--- config.mk ---
export PLATFORM = sky130hd
export DESIGN_NAME = flux_data_separator_dpll
export DESIGN_NICKNAME = d
export VERILOG_FILES = /design/src/sv/fdsd_pkg.sv /design/src/sv/fdsd_datapath.sv /design/src/sv/fdsd_ctrl.sv /design/src/sv/flux_data_separator_dpll.sv
export SDC_FILE = /design/constraint.sdc
export NUM_CORES = 2
export LEC_CHECK = 0
export ABC_CLOCK_PERIOD_IN_PS = 28400
export BUFFER_PORTS_ARGS = -buffer_cell sky130_fd_sc_hd__buf_2
export CAP_MARGIN = 20
export CORE_ASPECT_RATIO = 0.8
export CORE_MARGIN = 2
export CORE_UTILIZATION = 61
export CTS_BUF_LIST = sky130_fd_sc_hd__clkbuf_16
export DETAILED_ROUTE_END_ITERATION = 10
export MAX_ROUTING_LAYER = met4
export PLACE_DENSITY = 0.77
export SLEW_MARGIN = 20
export SYNTH_ARGS = -nofsm -noshare
export SYNTH_HDL_FRONTEND = slang
export SYNTH_SLANG_ARGS = --single-unit
--- constraint.sdc ---
create_clock -name clk -period 28.4 [get_ports clk]
set_clock_uncertainty 0.05 [all_clocks]
set_input_delay 4.26 -clock clk [delete_from_list [all_inputs] [get_ports clk]]
set_output_delay 4.26 -clock clk [all_outputs]
set_load 0.05 [all_outputs]
--- src/sv/fdsd_pkg.sv ---
// Shared types and constants for the flux data separator DPLL.
// Holds the channel payload structs, register indexes and the
// controller-to-datapath command and status structs. No dependencies.
package fdsd_pkg;

  // Default parameter values.
  localparam int LOCK_ONES_DEF = 256;
  localparam int MAX_CELLS_DEF = 64;

  // Configuration port geometry.
  localparam int CFG_IDX_W  = 3;
  localparam int CFG_DATA_W = 16;

  // Register reset values.
  localparam logic        LOOP_MODE_RST      = 1'b0;
  localparam logic [13:0] CLOCK_CENTRE_RST   = 14'd4000;
  localparam logic [13:0] CLOCK_FLOOR_RST    = 14'd3400;
  localparam logic [13:0] CLOCK_CEILING_RST  = 14'd4600;
  localparam logic [6:0]  ADJUST_PERCENT_RST = 7'd15;
  localparam logic [15:0] LOOP_GAINS_RST     = 16'd39961;
  localparam logic [15:0] NOISE_FLOOR_RST    = 16'd100;
  localparam logic [7:0]  ZERO_RUN_LIMIT_RST = 8'd32;

  // Divide by 100 as multiply by ceil(2^27/100) and shift by 27.
  // Exact for magnitudes below about 1.8 million.
  localparam int          RECIP_SHIFT = 27;
  localparam logic [20:0] RECIP_100   = 21'd1342178;

  // Configuration register indexes.
  typedef enum logic [CFG_IDX_W-1:0] {
    REG_LOOP_MODE      = 3'd0,
    REG_CLOCK_CENTRE   = 3'd1,
    REG_CLOCK_FLOOR    = 3'd2,
    REG_CLOCK_CEILING  = 3'd3,
    REG_ADJUST_PERCENT = 3'd4,
    REG_LOOP_GAINS     = 3'd5,
    REG_NOISE_FLOOR    = 3'd6,
    REG_ZERO_RUN_LIMIT = 3'd7
  } cfg_reg_t;

  // Input opcodes.
  localparam logic OPC_FLUX  = 1'b0;
  localparam logic OPC_INDEX = 1'b1;

  // Input beat payload.
  typedef struct packed {
    logic        opcode;
    logic [15:0] flux_interval;
  } in_t;

  // Result beat payload.
  typedef struct packed {
    logic cell_bit;
    logic last_cell;
    logic locked;
    logic overrun;
  } out_t;

  // Datapath operations issued by the controller.
  typedef enum logic [3:0] {
    DP_NOP,
    DP_INDEX,
    DP_ADD,
    DP_CELL,
    DP_MUL,
    DP_RECIP,
    DP_INTEG,
    DP_SUM_PI,
    DP_APPLY,
    DP_PHASE,
    DP_FINISH
  } dp_op_t;

  typedef struct packed {
    dp_op_t op;
    logic   emit;     // with DP_CELL: send the pending cell as a non-final beat
    logic   overrun;  // with DP_FINISH: cell limit reached, clear the phase
  } dp_cmd_t;

  typedef struct packed {
    logic more;       // phase at least half a cell period
    logic zero_cell;  // phase at least one and a half cell periods
    logic out_free;   // output register can take a beat this cycle
    logic pi_mode;    // proportional-integral loop selected
    logic is_index;   // input beat is an index pulse
    logic is_short;   // input interval below the noise floor
  } dp_status_t;

endpackage

--- src/sv/fdsd_datapath.sv ---
// Datapath of the flux data separator: configuration registers, loop state,
// the multiplier steps and the output register.
// Depends on fdsd_pkg; driven by commands from fdsd_ctrl.
module fdsd_datapath #(
  parameter int LockOnes = fdsd_pkg::LOCK_ONES_DEF
) (
  input  logic                              clk,
  input  logic                              rst_n,
  input  logic                              cfg_we,
  input  logic [fdsd_pkg::CFG_IDX_W-1:0]    cfg_index,
  input  logic [fdsd_pkg::CFG_DATA_W-1:0]   cfg_data,
  input  fdsd_pkg::in_t                     in_data,
  input  fdsd_pkg::dp_cmd_t                 cmd,
  output fdsd_pkg::dp_status_t              status,
  output logic                              out_valid,
  input  logic                              out_ready,
  output fdsd_pkg::out_t                    out_data
);

  // Configuration registers.
  logic        loop_mode_r;
  logic [13:0] clock_centre_r;
  logic [13:0] clock_floor_r;
  logic [13:0] clock_ceiling_r;
  logic [6:0]  adjust_percent_r;
  logic [15:0] loop_gains_r;
  logic [15:0] noise_floor_r;
  logic [7:0]  zero_run_limit_r;

  // Loop state.
  logic [13:0]        period_r,    period_nxt;
  logic signed [17:0] phase_r,     phase_nxt;
  logic [7:0]         zero_run_r,  zero_run_nxt;
  logic [8:0]         ones_r,      ones_nxt;
  logic               lock_r,      lock_nxt;
  logic signed [22:0] integ_r,     integ_nxt;
  logic               out_valid_r, out_valid_nxt;

  // Working registers.
  logic signed [15:0] err_r,       err_nxt;
  logic signed [24:0] prod_r,      prod_nxt;
  logic signed [15:0] corr_r,      corr_nxt;
  logic               pend_bit_r,  pend_bit_nxt;
  logic               pend_lock_r, pend_lock_nxt;
  fdsd_pkg::out_t     out_data_r,  out_data_nxt;

  // Combinational terms.
  logic signed [17:0] half_p, three_half_p, period_s, phase_less_p;
  logic [15:0]        three_p;
  logic [7:0]         zr_inc;
  logic               recentre;
  logic [7:0]         gain_a;
  logic signed [24:0] mul_a, mul_p;
  logic signed [25:0] integ_sum, lim, integ_clamp, pi_sum;
  logic [25:0]        pi_mag;
  logic [17:0]        pi_q;
  logic [23:0]        prod_mag;
  logic [44:0]        recip_prod;
  logic [17:0]        recip_q;
  logic signed [17:0] apply_sum, floor_s, ceil_s, clamp_lo, clamp_hi;
  logic [8:0]         ones_inc;
  logic               final_lock;

  // Configuration writes.
  always_ff @(posedge clk) begin
    if (!rst_n) begin
      loop_mode_r      <= fdsd_pkg::LOOP_MODE_RST;
      clock_centre_r   <= fdsd_pkg::CLOCK_CENTRE_RST;
      clock_floor_r    <= fdsd_pkg::CLOCK_FLOOR_RST;
      clock_ceiling_r  <= fdsd_pkg::CLOCK_CEILING_RST;
      adjust_percent_r <= fdsd_pkg::ADJUST_PERCENT_RST;
      loop_gains_r     <= fdsd_pkg::LOOP_GAINS_RST;
      noise_floor_r    <= fdsd_pkg::NOISE_FLOOR_RST;
      zero_run_limit_r <= fdsd_pkg::ZERO_RUN_LIMIT_RST;
    end else if (cfg_we) begin
      case (fdsd_pkg::cfg_reg_t'(cfg_index))
        fdsd_pkg::REG_LOOP_MODE:      loop_mode_r      <= cfg_data[0];
        fdsd_pkg::REG_CLOCK_CENTRE:   clock_centre_r   <= cfg_data[13:0];
        fdsd_pkg::REG_CLOCK_FLOOR:    clock_floor_r    <= cfg_data[13:0];
        fdsd_pkg::REG_CLOCK_CEILING:  clock_ceiling_r  <= cfg_data[13:0];
        fdsd_pkg::REG_ADJUST_PERCENT: adjust_percent_r <= cfg_data[6:0];
        fdsd_pkg::REG_LOOP_GAINS:     loop_gains_r     <= cfg_data;
        fdsd_pkg::REG_NOISE_FLOOR:    noise_floor_r    <= cfg_data;
        fdsd_pkg::REG_ZERO_RUN_LIMIT: zero_run_limit_r <= cfg_data[7:0];
        default: ;
      endcase
    end
  end

  // Phase window thresholds against the current cell period.
  assign period_s     = $signed({4'b0, period_r});
  assign half_p       = $signed({5'b0, period_r[13:1]});
  assign three_p      = {2'b0, period_r} + {1'b0, period_r, 1'b0};
  assign three_half_p = $signed({3'b0, three_p[15:1]});
  assign phase_less_p = phase_r - period_s;

  // Zero-run bookkeeping for a zero cell.
  assign zr_inc   = (zero_run_r != 8'hFF) ? zero_run_r + 8'd1 : zero_run_r;
  assign recentre = zr_inc > zero_run_limit_r;

  // First multiply: percent gain, or integral gain in PI mode.
  assign gain_a = loop_mode_r ? loop_gains_r[7:0] : {1'b0, adjust_percent_r};
  assign mul_a  = 25'(err_r * $signed({1'b0, gain_a}));
  assign mul_p  = 25'(err_r * $signed({1'b0, loop_gains_r[15:8]}));

  // Integral update with a clamp at half the centre period in Q.8.
  assign lim         = $signed({5'b0, clock_centre_r, 7'b0});
  assign integ_sum   = 26'(integ_r) + 26'(prod_r);
  assign integ_clamp = (integ_sum > lim) ? lim : ((integ_sum < -lim) ? -lim : integ_sum);

  // PI correction truncated toward zero to whole ns.
  assign pi_sum = 26'(prod_r) + 26'(integ_r);
  assign pi_mag = pi_sum[25] ? 26'(-pi_sum) : 26'(pi_sum);
  assign pi_q   = pi_mag[25:8];

  // Percent correction: magnitude divided by 100 through the reciprocal.
  assign prod_mag   = prod_r[24] ? 24'(-prod_r) : 24'(prod_r);
  assign recip_prod = 45'(prod_mag) * 45'(fdsd_pkg::RECIP_100);
  assign recip_q    = recip_prod[fdsd_pkg::RECIP_SHIFT +: 18];

  // Period correction with floor applied before ceiling.
  assign apply_sum = period_s + 18'(corr_r);
  assign floor_s   = $signed({4'b0, clock_floor_r});
  assign ceil_s    = $signed({4'b0, clock_ceiling_r});
  assign clamp_lo  = (apply_sum < floor_s) ? floor_s : apply_sum;
  assign clamp_hi  = (clamp_lo > ceil_s) ? ceil_s : clamp_lo;

  // Lock update at the end of an item.
  assign ones_inc   = (ones_r < 9'(LockOnes)) ? ones_r + 9'd1 : ones_r;
  assign final_lock = lock_r | (pend_bit_r & (ones_inc >= 9'(LockOnes)));

  // Command decode.
  always_comb begin
    period_nxt    = period_r;
    phase_nxt     = phase_r;
    zero_run_nxt  = zero_run_r;
    ones_nxt      = ones_r;
    lock_nxt      = lock_r;
    integ_nxt     = integ_r;
    err_nxt       = err_r;
    prod_nxt      = prod_r;
    corr_nxt      = corr_r;
    pend_bit_nxt  = pend_bit_r;
    pend_lock_nxt = pend_lock_r;
    out_data_nxt  = out_data_r;
    out_valid_nxt = out_valid_r & ~out_ready;
    case (cmd.op)
      fdsd_pkg::DP_INDEX: begin
        phase_nxt = '0;
      end
      fdsd_pkg::DP_ADD: begin
        phase_nxt = phase_r + $signed({2'b0, in_data.flux_interval});
      end
      fdsd_pkg::DP_CELL: begin
        if (cmd.emit) begin
          out_data_nxt  = '{cell_bit: pend_bit_r, last_cell: 1'b0,
                            locked: pend_lock_r, overrun: 1'b0};
          out_valid_nxt = 1'b1;
        end
        if (phase_r >= three_half_p) begin
          // Zero cell: no correction, may lose lock and recentre.
          zero_run_nxt  = zr_inc;
          phase_nxt     = phase_less_p;
          pend_bit_nxt  = 1'b0;
          pend_lock_nxt = lock_r;
          if (recentre) begin
            lock_nxt      = 1'b0;
            pend_lock_nxt = 1'b0;
            period_nxt    = clock_centre_r;
            if (loop_mode_r) begin
              integ_nxt = '0;
            end
          end
        end else begin
          // One cell: capture the phase error for the correction steps.
          zero_run_nxt  = '0;
          err_nxt       = 16'(phase_less_p);
          pend_bit_nxt  = 1'b1;
          pend_lock_nxt = lock_r;
        end
      end
      fdsd_pkg::DP_MUL: begin
        prod_nxt = mul_a;
      end
      fdsd_pkg::DP_RECIP: begin
        corr_nxt = prod_r[24] ? -16'(recip_q) : 16'(recip_q);
      end
      fdsd_pkg::DP_INTEG: begin
        integ_nxt = 23'(integ_clamp);
        prod_nxt  = mul_p;
      end
      fdsd_pkg::DP_SUM_PI: begin
        corr_nxt = pi_sum[25] ? -16'(pi_q) : 16'(pi_q);
      end
      fdsd_pkg::DP_APPLY: begin
        period_nxt = clamp_hi[13:0];
      end
      fdsd_pkg::DP_PHASE: begin
        phase_nxt = phase_less_p;
      end
      fdsd_pkg::DP_FINISH: begin
        out_data_nxt  = '{cell_bit: pend_bit_r, last_cell: 1'b1,
                          locked: final_lock, overrun: cmd.overrun};
        out_valid_nxt = 1'b1;
        if (pend_bit_r) begin
          ones_nxt = ones_inc;
          lock_nxt = final_lock;
        end
        if (cmd.overrun) begin
          phase_nxt = '0;
        end
      end
      default: ;
    endcase
  end

  // Loop state and output valid.
  always_ff @(posedge clk) begin
    if (!rst_n) begin
      period_r    <= fdsd_pkg::CLOCK_CENTRE_RST;
      phase_r     <= '0;
      zero_run_r  <= '0;
      ones_r      <= '0;
      lock_r      <= 1'b0;
      integ_r     <= '0;
      out_valid_r <= 1'b0;
    end else begin
      period_r    <= period_nxt;
      phase_r     <= phase_nxt;
      zero_run_r  <= zero_run_nxt;
      ones_r      <= ones_nxt;
      lock_r      <= lock_nxt;
      integ_r     <= integ_nxt;
      out_valid_r <= out_valid_nxt;
    end
  end

  // Working values and output payload.
  always_ff @(posedge clk) begin
    err_r       <= err_nxt;
    prod_r      <= prod_nxt;
    corr_r      <= corr_nxt;
    pend_bit_r  <= pend_bit_nxt;
    pend_lock_r <= pend_lock_nxt;
    out_data_r  <= out_data_nxt;
  end

  // Status back to the controller.
  assign status = '{more:      phase_r >= half_p,
                    zero_cell: phase_r >= three_half_p,
                    out_free:  ~out_valid_r | out_ready,
                    pi_mode:   loop_mode_r,
                    is_index:  in_data.opcode == fdsd_pkg::OPC_INDEX,
                    is_short:  in_data.flux_interval < noise_floor_r};

  assign out_valid = out_valid_r;
  assign out_data  = out_data_r;

endmodule

--- src/sv/fdsd_ctrl.sv ---
// Controller of the flux data separator: sequences one input item through
// its bit cells and the loop correction steps, counting cells per item.
// Depends on fdsd_pkg; drives fdsd_datapath through command and status.
module fdsd_ctrl #(
  parameter int MaxCells = fdsd_pkg::MAX_CELLS_DEF
) (
  input  logic                 clk,
  input  logic                 rst_n,
  input  logic                 in_valid,
  output logic                 in_ready,
  input  fdsd_pkg::dp_status_t status,
  output fdsd_pkg::dp_cmd_t    cmd
);

  localparam int CntW = $clog2(MaxCells + 1);

  typedef enum logic [2:0] {
    S_IDLE,
    S_CHECK,
    S_MUL,
    S_RECIP,
    S_INTEG,
    S_SUM_PI,
    S_APPLY,
    S_PHASE
  } state_t;

  state_t          state_r, state_nxt;
  logic [CntW-1:0] cells_r, cells_nxt;
  logic            pend_r,  pend_nxt;

  assign in_ready = (state_r == S_IDLE);

  // Next state and datapath command.
  always_comb begin
    state_nxt = state_r;
    cells_nxt = cells_r;
    pend_nxt  = pend_r;
    cmd       = '{op: fdsd_pkg::DP_NOP, emit: 1'b0, overrun: 1'b0};
    case (state_r)
      S_IDLE: begin
        if (in_valid) begin
          if (status.is_index) begin
            cmd.op = fdsd_pkg::DP_INDEX;
          end else if (!status.is_short) begin
            cmd.op    = fdsd_pkg::DP_ADD;
            cells_nxt = '0;
            pend_nxt  = 1'b0;
            state_nxt = S_CHECK;
          end
        end
      end
      S_CHECK: begin
        if (!status.more) begin
          // Phase window closed: the pending cell, if any, is the last one.
          if (!pend_r) begin
            state_nxt = S_IDLE;
          end else if (status.out_free) begin
            cmd.op    = fdsd_pkg::DP_FINISH;
            pend_nxt  = 1'b0;
            state_nxt = S_IDLE;
          end
        end else if (cells_r == CntW'(MaxCells)) begin
          // Cell limit reached with phase left over.
          if (status.out_free) begin
            cmd.op      = fdsd_pkg::DP_FINISH;
            cmd.overrun = 1'b1;
            pend_nxt    = 1'b0;
            state_nxt   = S_IDLE;
          end
        end else if (!pend_r || status.out_free) begin
          cmd.op    = fdsd_pkg::DP_CELL;
          cmd.emit  = pend_r;
          pend_nxt  = 1'b1;
          cells_nxt = cells_r + 1'b1;
          state_nxt = status.zero_cell ? S_CHECK : S_MUL;
        end
      end
      S_MUL: begin
        cmd.op    = fdsd_pkg::DP_MUL;
        state_nxt = status.pi_mode ? S_INTEG : S_RECIP;
      end
      S_RECIP: begin
        cmd.op    = fdsd_pkg::DP_RECIP;
        state_nxt = S_APPLY;
      end
      S_INTEG: begin
        cmd.op    = fdsd_pkg::DP_INTEG;
        state_nxt = S_SUM_PI;
      end
      S_SUM_PI: begin
        cmd.op    = fdsd_pkg::DP_SUM_PI;
        state_nxt = S_APPLY;
      end
      S_APPLY: begin
        cmd.op    = fdsd_pkg::DP_APPLY;
        state_nxt = S_PHASE;
      end
      S_PHASE: begin
        cmd.op    = fdsd_pkg::DP_PHASE;
        state_nxt = S_CHECK;
      end
      default: begin
        state_nxt = S_IDLE;
      end
    endcase
  end

  // State and cell bookkeeping.
  always_ff @(posedge clk) begin
    if (!rst_n) begin
      state_r <= S_IDLE;
      cells_r <= '0;
      pend_r  <= 1'b0;
    end else begin
      state_r <= state_nxt;
      cells_r <= cells_nxt;
      pend_r  <= pend_nxt;
    end
  end

endmodule

--- src/sv/flux_data_separator_dpll.sv ---
// Flux data separator DPLL: turns flux intervals into decoded bit cells.
// Top level joining fdsd_ctrl and fdsd_datapath; depends on fdsd_pkg.
//
// Input beats carry an opcode and a flux interval in ns. An index pulse clears
// the phase and yields no result; an interval below the noise floor is dropped.
// Every other interval yields zero to MaxCells result beats, one per bit cell,
// the final one marked by last_cell and carrying the lock flag after this
// item's lock update and the overrun flag.
// Sequence: index pulses and noise are handled while idle. A flux item is
// accepted, then a zero cell takes a check step and a one cell a check, multiply,
// reciprocal or integral and PI sum, apply and phase step; a last check closes it.
// The cell loop runs its correction steps through separate controller states.
// Results leave through one output register; a stalled receiver holds the
// loop at the next cell until the register frees, and no beat is lost.
// in_ready is high only while no item is in progress.
// Configuration writes take effect at once; write only while the block idles.
// Reset (synchronous, active low) restores register defaults, sets the cell
// period to the centre value and clears phase, counters, lock and integral.
module flux_data_separator_dpll #(
  parameter int LockOnes = fdsd_pkg::LOCK_ONES_DEF,
  parameter int MaxCells = fdsd_pkg::MAX_CELLS_DEF
) (
  input  logic                            clk,
  input  logic                            rst_n,
  input  logic                            cfg_we,
  input  logic [fdsd_pkg::CFG_IDX_W-1:0]  cfg_index,
  input  logic [fdsd_pkg::CFG_DATA_W-1:0] cfg_data,
  input  logic                            in_valid,
  output logic                            in_ready,
  input  fdsd_pkg::in_t                   in_data,
  output logic                            out_valid,
  input  logic                            out_ready,
  output fdsd_pkg::out_t                  out_data
);

  fdsd_pkg::dp_cmd_t    cmd;
  fdsd_pkg::dp_status_t status;

  // Sequencer.
  fdsd_ctrl #(
    .MaxCells(MaxCells)
  ) u_ctrl (
    .clk     (clk),
    .rst_n   (rst_n),
    .in_valid(in_valid),
    .in_ready(in_ready),
    .status  (status),
    .cmd     (cmd)
  );

  // Loop arithmetic and output register.
  fdsd_datapath #(
    .LockOnes(LockOnes)
  ) u_datapath (
    .clk      (clk),
    .rst_n    (rst_n),
    .cfg_we   (cfg_we),
    .cfg_index(cfg_index),
    .cfg_data (cfg_data),
    .in_data  (in_data),
    .cmd      (cmd),
    .status   (status),
    .out_valid(out_valid),
    .out_ready(out_ready),
    .out_data (out_data)
  );

`ifndef NO_ASSERTIONS
  // An overrun is only ever reported on the final cell of an item.
  a_overrun_last: assert property (@(posedge clk) disable iff (!rst_n)
    out_valid |-> (!out_data.overrun || out_data.last_cell))
    else $error("overrun flagged on a non-final cell");

  // An index pulse leaves the block ready again in the next cycle.
  a_index_quick: assert property (@(posedge clk) disable iff (!rst_n)
    (in_valid && in_ready && in_data.opcode) |=> in_ready)
    else $error("index pulse did not return to ready");

  // A freshly accepted item cannot produce a result in the very next cycle.
  a_no_instant_out: assert property (@(posedge clk) disable iff (!rst_n)
    (in_valid && in_ready) |=> !$rose(out_valid))
    else $error("result appeared one cycle after acceptance");
`endif

endmodule
== Yosys cells after proc, flatten, opt, wreduce, memory -nomap -nowiden ==
Cells that the tools add are included.

* Logic and storage cells: 205
* Bits in registers: 238
* Output and inout bits: 6

* Reduce and logical (&&, ||, !) cells: 30
* $mul: 3
* Bitwise gates (word level): 7
* Magnitude comparators: 10
* Muxes and demuxes: 75
* Eq/ne operators: 40
* Add/subtract/negate cells: 13

{| class="wikitable"
|+ Operators with widths
! operator !! number
|-
| 2-to-1 mux 23 bit || 5
|-
| one-hot mux 18 bit (5 select lines) || 1
|-
| 2-to-1 mux 18 bit || 3
|-
| multiplier 16 x 9 -> 25 bit || 2
|-
| one-hot mux 25 bit (2 select lines) || 1
|-
| 2-to-1 mux 24 bit || 2
|-
| negator 24 bit || 2
|-
| one-hot mux 23 bit (2 select lines) || 1
|-
| multiplier 24 x 20 -> 42 bit (second input constant) || 1
|-
| 2-to-1 mux 14 bit || 3
|-
| 2-to-1 mux 7 bit || 6
|-
| 2-to-1 mux 16 bit || 2
|-
| negator 16 bit || 2
|-
| one-hot mux 16 bit (2 select lines) || 1
|-
| one-hot mux 4 bit (8 select lines) || 1
|-
| 2-to-1 mux 3 bit || 10
|-
| 2-to-1 mux 4 bit || 7
|-
| one-hot mux 14 bit (2 select lines) || 1
|-
| adder 23 x 25 -> 26 bit || 1
|-
| > comparator 26 x 22 -> 1 bit || 1
|-
| less-than comparator 26 bit || 1
|-
| negator 21 -> 26 bit || 1
|-
| == test 3 bit (second input constant) || 8
|-
| 2-to-1 mux 8 bit || 3
|-
| 47 further kinds || 112
|}

== Logic depth before layout (Yosys ltp) ==
* Depth after elaboration: 10
* Gate-level depth with buffers: 34

== By module ==
From an unflattened synthesis, not the netlist that was laid out.

* Cells, all modules: 4278
* Area total of the unflattened synthesis: 36560.1 um2

{| class="wikitable"
|+ By module, submodules not included
! module !! area an instance (um2) !! times used !! cells an instance !! seq. area each (um2)
|-
| fdsd_datapath || 35675.5 || 1 || 4168 || 5175.0
|-
| fdsd_ctrl || 884.6 || 1 || 110 || 220.2
|}

== Least setup slack after synthesis ==
Ideal clock, no wire load.

* Kind: reg-to-reg
* Start point: register u_datapath.prod_r[3]
* End point: register u_datapath.corr_r[13], data pin
* Library setup time: 261 ps
* Data required time: 28089 ps
* Data arrival time: 8742 ps
* Slack: 19347 ps
* Clock period less this slack: 9053 ps
* Cell stages (with the launch flop): 29
* Path through: edfxtp_1 > or4_1 > o41ai_1 > nand2_1 > a21o_1 > xnor2_1 > inv_1 > ha_1 > inv_1 > fa_1 > fa_1 > inv_1 > fa_1 > fa_1 > fa_1 > ha_1 > ha_1 > clkbuf_1 > a21oi_1 > o21ai_0 > a211oi_1 > o2bb2ai_1 > a21boi_0 > nor4_1 > o221ai_1 > or3_1 > o41ai_1 > xor2_1 > mux2i_1

* Cells in the longest elaborated chain, start to end: 6
* Elaborated cells between the ends (all ways): 11

{| class="wikitable"
|+ RTL lines
! what !! RTL line !! text
|-
| start, declared || fdsd_datapath.sv:41 || <nowiki>logic signed [24:0] prod_r, prod_nxt;</nowiki>
|-
| start signal, assigned || fdsd_datapath.sv:241 || <nowiki>prod_r <= prod_nxt;</nowiki>
|-
| negator 24 bit / adder 23 x 25 -> 26 bit (equally long branches) || fdsd_datapath.sv:117, fdsd_datapath.sv:112 ||
|-
| 2-to-1 mux 24 bit / negator 24 bit (equally long branches) || fdsd_datapath.sv:117, fdsd_datapath.sv:113 ||
|-
| multiplier 24 x 20 -> 42 bit / 2-to-1 mux 24 bit (equally long branches) || fdsd_datapath.sv:118, fdsd_datapath.sv:113 ||
|-
| negator 16 bit (on tied branches) || fdsd_datapath.sv:186, fdsd_datapath.sv:193 ||
|-
| 2-to-1 mux 16 bit (on tied branches) || fdsd_datapath.sv:186, fdsd_datapath.sv:193 ||
|-
| one-hot mux 16 bit (2 select lines) (*) || fdsd_datapath.sv:147 || <nowiki>case (cmd.op)</nowiki>
|-
| via u_datapath.corr_nxt[13] || fdsd_datapath.sv:42 || <nowiki>logic signed [15:0] corr_r, corr_nxt;</nowiki>
|-
| end signal, assigned || fdsd_datapath.sv:242 || <nowiki>corr_r <= corr_nxt;</nowiki>
|-
| end, declared || fdsd_datapath.sv:42 ||
|}

The timed path passes the listed nets; every way through them passes the cells marked *.
A chain may end at the register's enable or synchronous reset.

== Worst setup path in the final report ==
* Start point: register u_datapath.prod_r[3]
* End point: register u_datapath.corr_r[14], data pin

Same word-level chain as after synthesis.

==> qor.yml <==
clock_network:
  ctsHoldBuffers: 0
  cts_buffers: 24
  clockBufferDepth: 3
  cts_max_level: 1
  cts_sinks: 238
  post_cts_resized: 0
  cts_tree: "done"
  clk_pin_slew_ns: 0.07
  clkLatencyLatePin_ns: 0.56
  clockRootBuffer: "clkbuf_16"
  cts_setup_buffers: 0
synthesis:
  synthXorXnorAreaFrac_pct: 5.357
  synth-simple-area-share_pct: 16.48
  synth_seq_cells: 238
  synthAdderAreaFrac_pct: 38.70
  synth_compound_area_share_pct: 13.95
  synthesis.nets: 5301
  yosysWarnings: 0
  synth_edf_count: 63
  synth.mux.area_fraction_pct: 1.418
  async_flop_share_pct: 0
  seq_area_frac_synth_pct: 14.56
  synth_area_sq_mm: 0.03707
  synthFlopType: "dfxtp_1"
  synth_cells: 4344
  syn_area_per_cell_sq_um: 8.533
  synth_top_family_by_area: "adder cells"
  yosysUniqueCellTypes: 112
power:
  switching_share_pct: 50.34
  p_int_w: 0.001614
  powerDensity_mw_per_mm2: 83.56
  pwr-share-seq_pct: 13.8
  vdd_drop_max_v: 0.0001648
  pwr-share-clk_pct: 11.1
  net-switching-power_w: 0.001636
  comb_power_share_pct: 75.1
  power.leakage_nw: 18.93
critical_path:
  cp-end-kind: "flop"
  crit_arrival_ns: 10.51
  crit_type: "flop to flop"
  critPathMaxFanout: 7
  critPathSlowestCell: "nor4_1"
  cp_common_cell: "fa_1"
  crit_family: "adder cells"
  required_ns: 28.65
  cp-startpoint: "u_datapath.prod_r[3]"
  path_buf_inv: 5
  timing.rr.start: "u_datapath.prod_r[3]"
  max_stage_delay_ns: 0.69
  start_kind: "flop"
timing:
  tightest_slew_ns: 1.138
  setup_tns_ns: 0
  final_max_slew_viol_count: 0
  slew_headroom_pct: 23.92
  max_freq_ghz: 0.09748
  fin_hold_ws_ns: 0.3997
  rsz0062_at_grt: "no"
  finalCritPeriodShare_pct: 36.12
  period_needed_ns: 10.26
  hold_viol: 0
  setup-violations-final: 0
floorplanning:
  fp.dieH_um: 224.5
  fp.dieW_um: 279.6
  start_util_pct: 61.92
  core_region_area_sq_mm: 0.05986
  die_area_sq_mm: 0.06276
  ioPinCount: 47
  core.rowCount: 80
grt:
  grt_usage_pct: 33.28
  grt_pass1_vias: 29620
  antenna_found_initial: 1
  grt_max_degree: 58
  grt_first_pass_wirelength_mm: 161.8
  grt-ovfl-total: 0
finish:
  fillers: 5109
  syn2layout_area_growth_pct: 4.955
  layout-drive-gt1-share_pct: 4.860
  nNetsFinal: 5281
  n_antenna_cell: 0
placement:
  dp_hpwl_mm: 80.31
  gp_congestion: 1.019
  io_buffers: 46
detailed_routing:
  dr.pass1.iters: 6
  routed_via_density: 5.964
  drc_errors: 0
  drt_iter0_drc: 2823
  vias: 30540
  drt-total-wl_mm: 99.22
  wl_per_cell_um: 19.38
  postRouteAntennaNets: 0
job:
  maxCapViolCount: 0
run_status:
  status: "complete, no violations"
min_path:
  hold_class: "flop to flop"
  worstHoldStart: "u_datapath.integ_r[13]"
## path summary, 6_finish.rpt
kind / end / slack (ns) / cells after the start
setup / recovery: u_datapath.corr_r[14] / 18.14 / 31
hold / removal: u_datapath.integ_r[13] / 0.40 / 2
setup reg to reg: u_datapath.corr_r[14] / 18.14 / 31
hold reg to reg: u_datapath.integ_r[13] / 0.40 / 2
## cell type report
| class | count | area (sq um) | area share [%] |
|---|---|---|---|
| clock buffers | 26 | 650.6 | 1.672 |
| clock inverters | 18 | 232.7 | 0.5982 |
| inverters | 777 | 2918 | 7.500 |
| multi-input cells | 3196 | 28190 | 72.47 |
| flip-flops and latches | 238 | 5395 | 13.87 |
| well taps | 779 | 974.7 | 2.505 |
| repair buffers | 87 | 538.0 | 1.383 |
## worst reg2reg max path, delay by kind of cell (launching register included)
kind | cells | cell delay, ns
compound gates | 8 | 2.02
xor+xnor | 2 | 0.86
fa+ha+maj | 9 | 3.79
buf+inv | 5 | 0.44
flops | 1 | 0.50
mux | 1 | 0.20
simple gates | 6 | 2.15
## cell usage in the layout (no fill, tap or decap), drive strengths merged, types with 63 or more instances in the layout
master / Yosys / layout
dfxtp: 175 / 175
nor3: 89 / 89
buf: 23 / 87
nand2: 422 / 422
xor2: 77 / 77
edfxtp: 63 / 63
o21ai: 114 / 114
a21oi: 247 / 247
fa: 384 / 384
and2: 95 / 95
ha: 532 / 532
inv: 775 / 779
nand3: 84 / 84
nor2: 223 / 223
nor2b: 87 / 87
xnor2: 148 / 148
## logic make-up (layout without fill, tap and decap cells)
logic type | count (synthesis) | after routing
flops | 238 | 238
fa+ha+maj | 916 | 916
mux | 49 | 49
xor+xnor | 225 | 225
buf+inv | 910 | 908
compound gates | 769 | 769
simple gates | 1237 | 1237
## synth_stat cells, types with 11 or more instances
library cell / number / area [sq um]
a2111oi_0: 11 / 96.34
a211oi_1: 55 / 412.9
a21boi_0: 11 / 82.58
a21o_1: 61 / 457.9
a21oi_1: 247 / 1236
a31oi_1: 25 / 156.4
and2_1: 94 / 588.1
and3_1: 44 / 275.3
clkbuf_1: 104 / 390.4
dfxtp_1: 175 / 3503
edfxtp_1: 63 / 1892
fa_1: 384 / 7687
ha_1: 532 / 6656
inv_1: 773 / 2902
mux2_2: 17 / 191.4
mux2i_1: 30 / 300.3
nand2_1: 419 / 1573
nand2b_1: 37 / 231.5
nand3_1: 84 / 420.4
nand4_1: 25 / 156.4
nor2_1: 221 / 829.6
nor2b_1: 87 / 544.3
nor3_1: 88 / 440.4
nor3b_1: 14 / 105.1
nor4_1: 16 / 100.1
o211ai_1: 47 / 352.8
o21a_1: 34 / 255.2
o21ai_0: 110 / 550.5
o21bai_1: 21 / 157.7
o31ai_1: 17 / 127.6
o41ai_1: 11 / 96.34
or2_2: 13 / 81.33
or3_1: 33 / 206.5
or4_1: 14 / 105.1
xnor2_1: 147 / 1287
xor2_1: 76 / 665.6
## power groups by stage
stage / Clock (W) / Combinational [W] / Sequential (W)
2_1_floorplan: 0 / 0.00181 / 0.000442
3_3_place_gp: 0 / 0.00236 / 0.000455
3_5_place_dp: 0 / 0.00239 / 0.000455
4_1_cts: 0.000365 / 0.00241 / 0.000447
5_1_grt: 0.000380 / 0.00274 / 0.000450
6_report: 0.000361 / 0.00244 / 0.000448
## state kept, by name (all words and copies together) (netlist names), 3 cells and up, named ones only
name and flops:
u_datapath.err_r 16, u_datapath.clock_ceiling_r 14, u_datapath.zero_run_r 8, u_ctrl.cells_r 7, u_ctrl.state_r 3, u_datapath.noise_floor_r 16
u_datapath.period_r 14, u_datapath.integ_r 23, u_datapath.out_data 4, u_datapath.corr_r 16, u_datapath.ones_r 5, u_datapath.phase_r 18
u_datapath.loop_gains_r 16, u_datapath.clock_centre_r 14, u_datapath.clock_floor_r 14, u_datapath.adjust_percent_r 7, u_datapath.zero_run_limit_r 8, u_datapath.prod_r 25
## stage by stage
step | util, % | setup WS [ns] | total power [W] | area, sq um | cells
after floorplan | - | 19.35 | 0.002247 | 37070 | 4344
after global placement | 63.48 | 18.46 | 0.002812 | 38000 | 5077
after detailed placement | 63.48 | 18.29 | 0.002845 | 38000 | 5077
after CTS | 64.95 | 18.24 | 0.003225 | 38880 | 5121
after global routing | 64.99 | 17.70 | 0.003569 | 38900 | 5121
final | 64.99 | 18.14 | 0.003250 | 38900 | 5121
## per-layer routing
layer	part of all wire [%]	global-route usage (%)	vias up	wire, um
met5	0	-	-	0
met4	1.9	5.917	0	1915
met3	9.8	6.606	125	9676
met2	42	47.43	1206	41340
met1	47	49.34	14770	46290
li1	-	-	14440	-
Power figures use the tool's default switching activity.
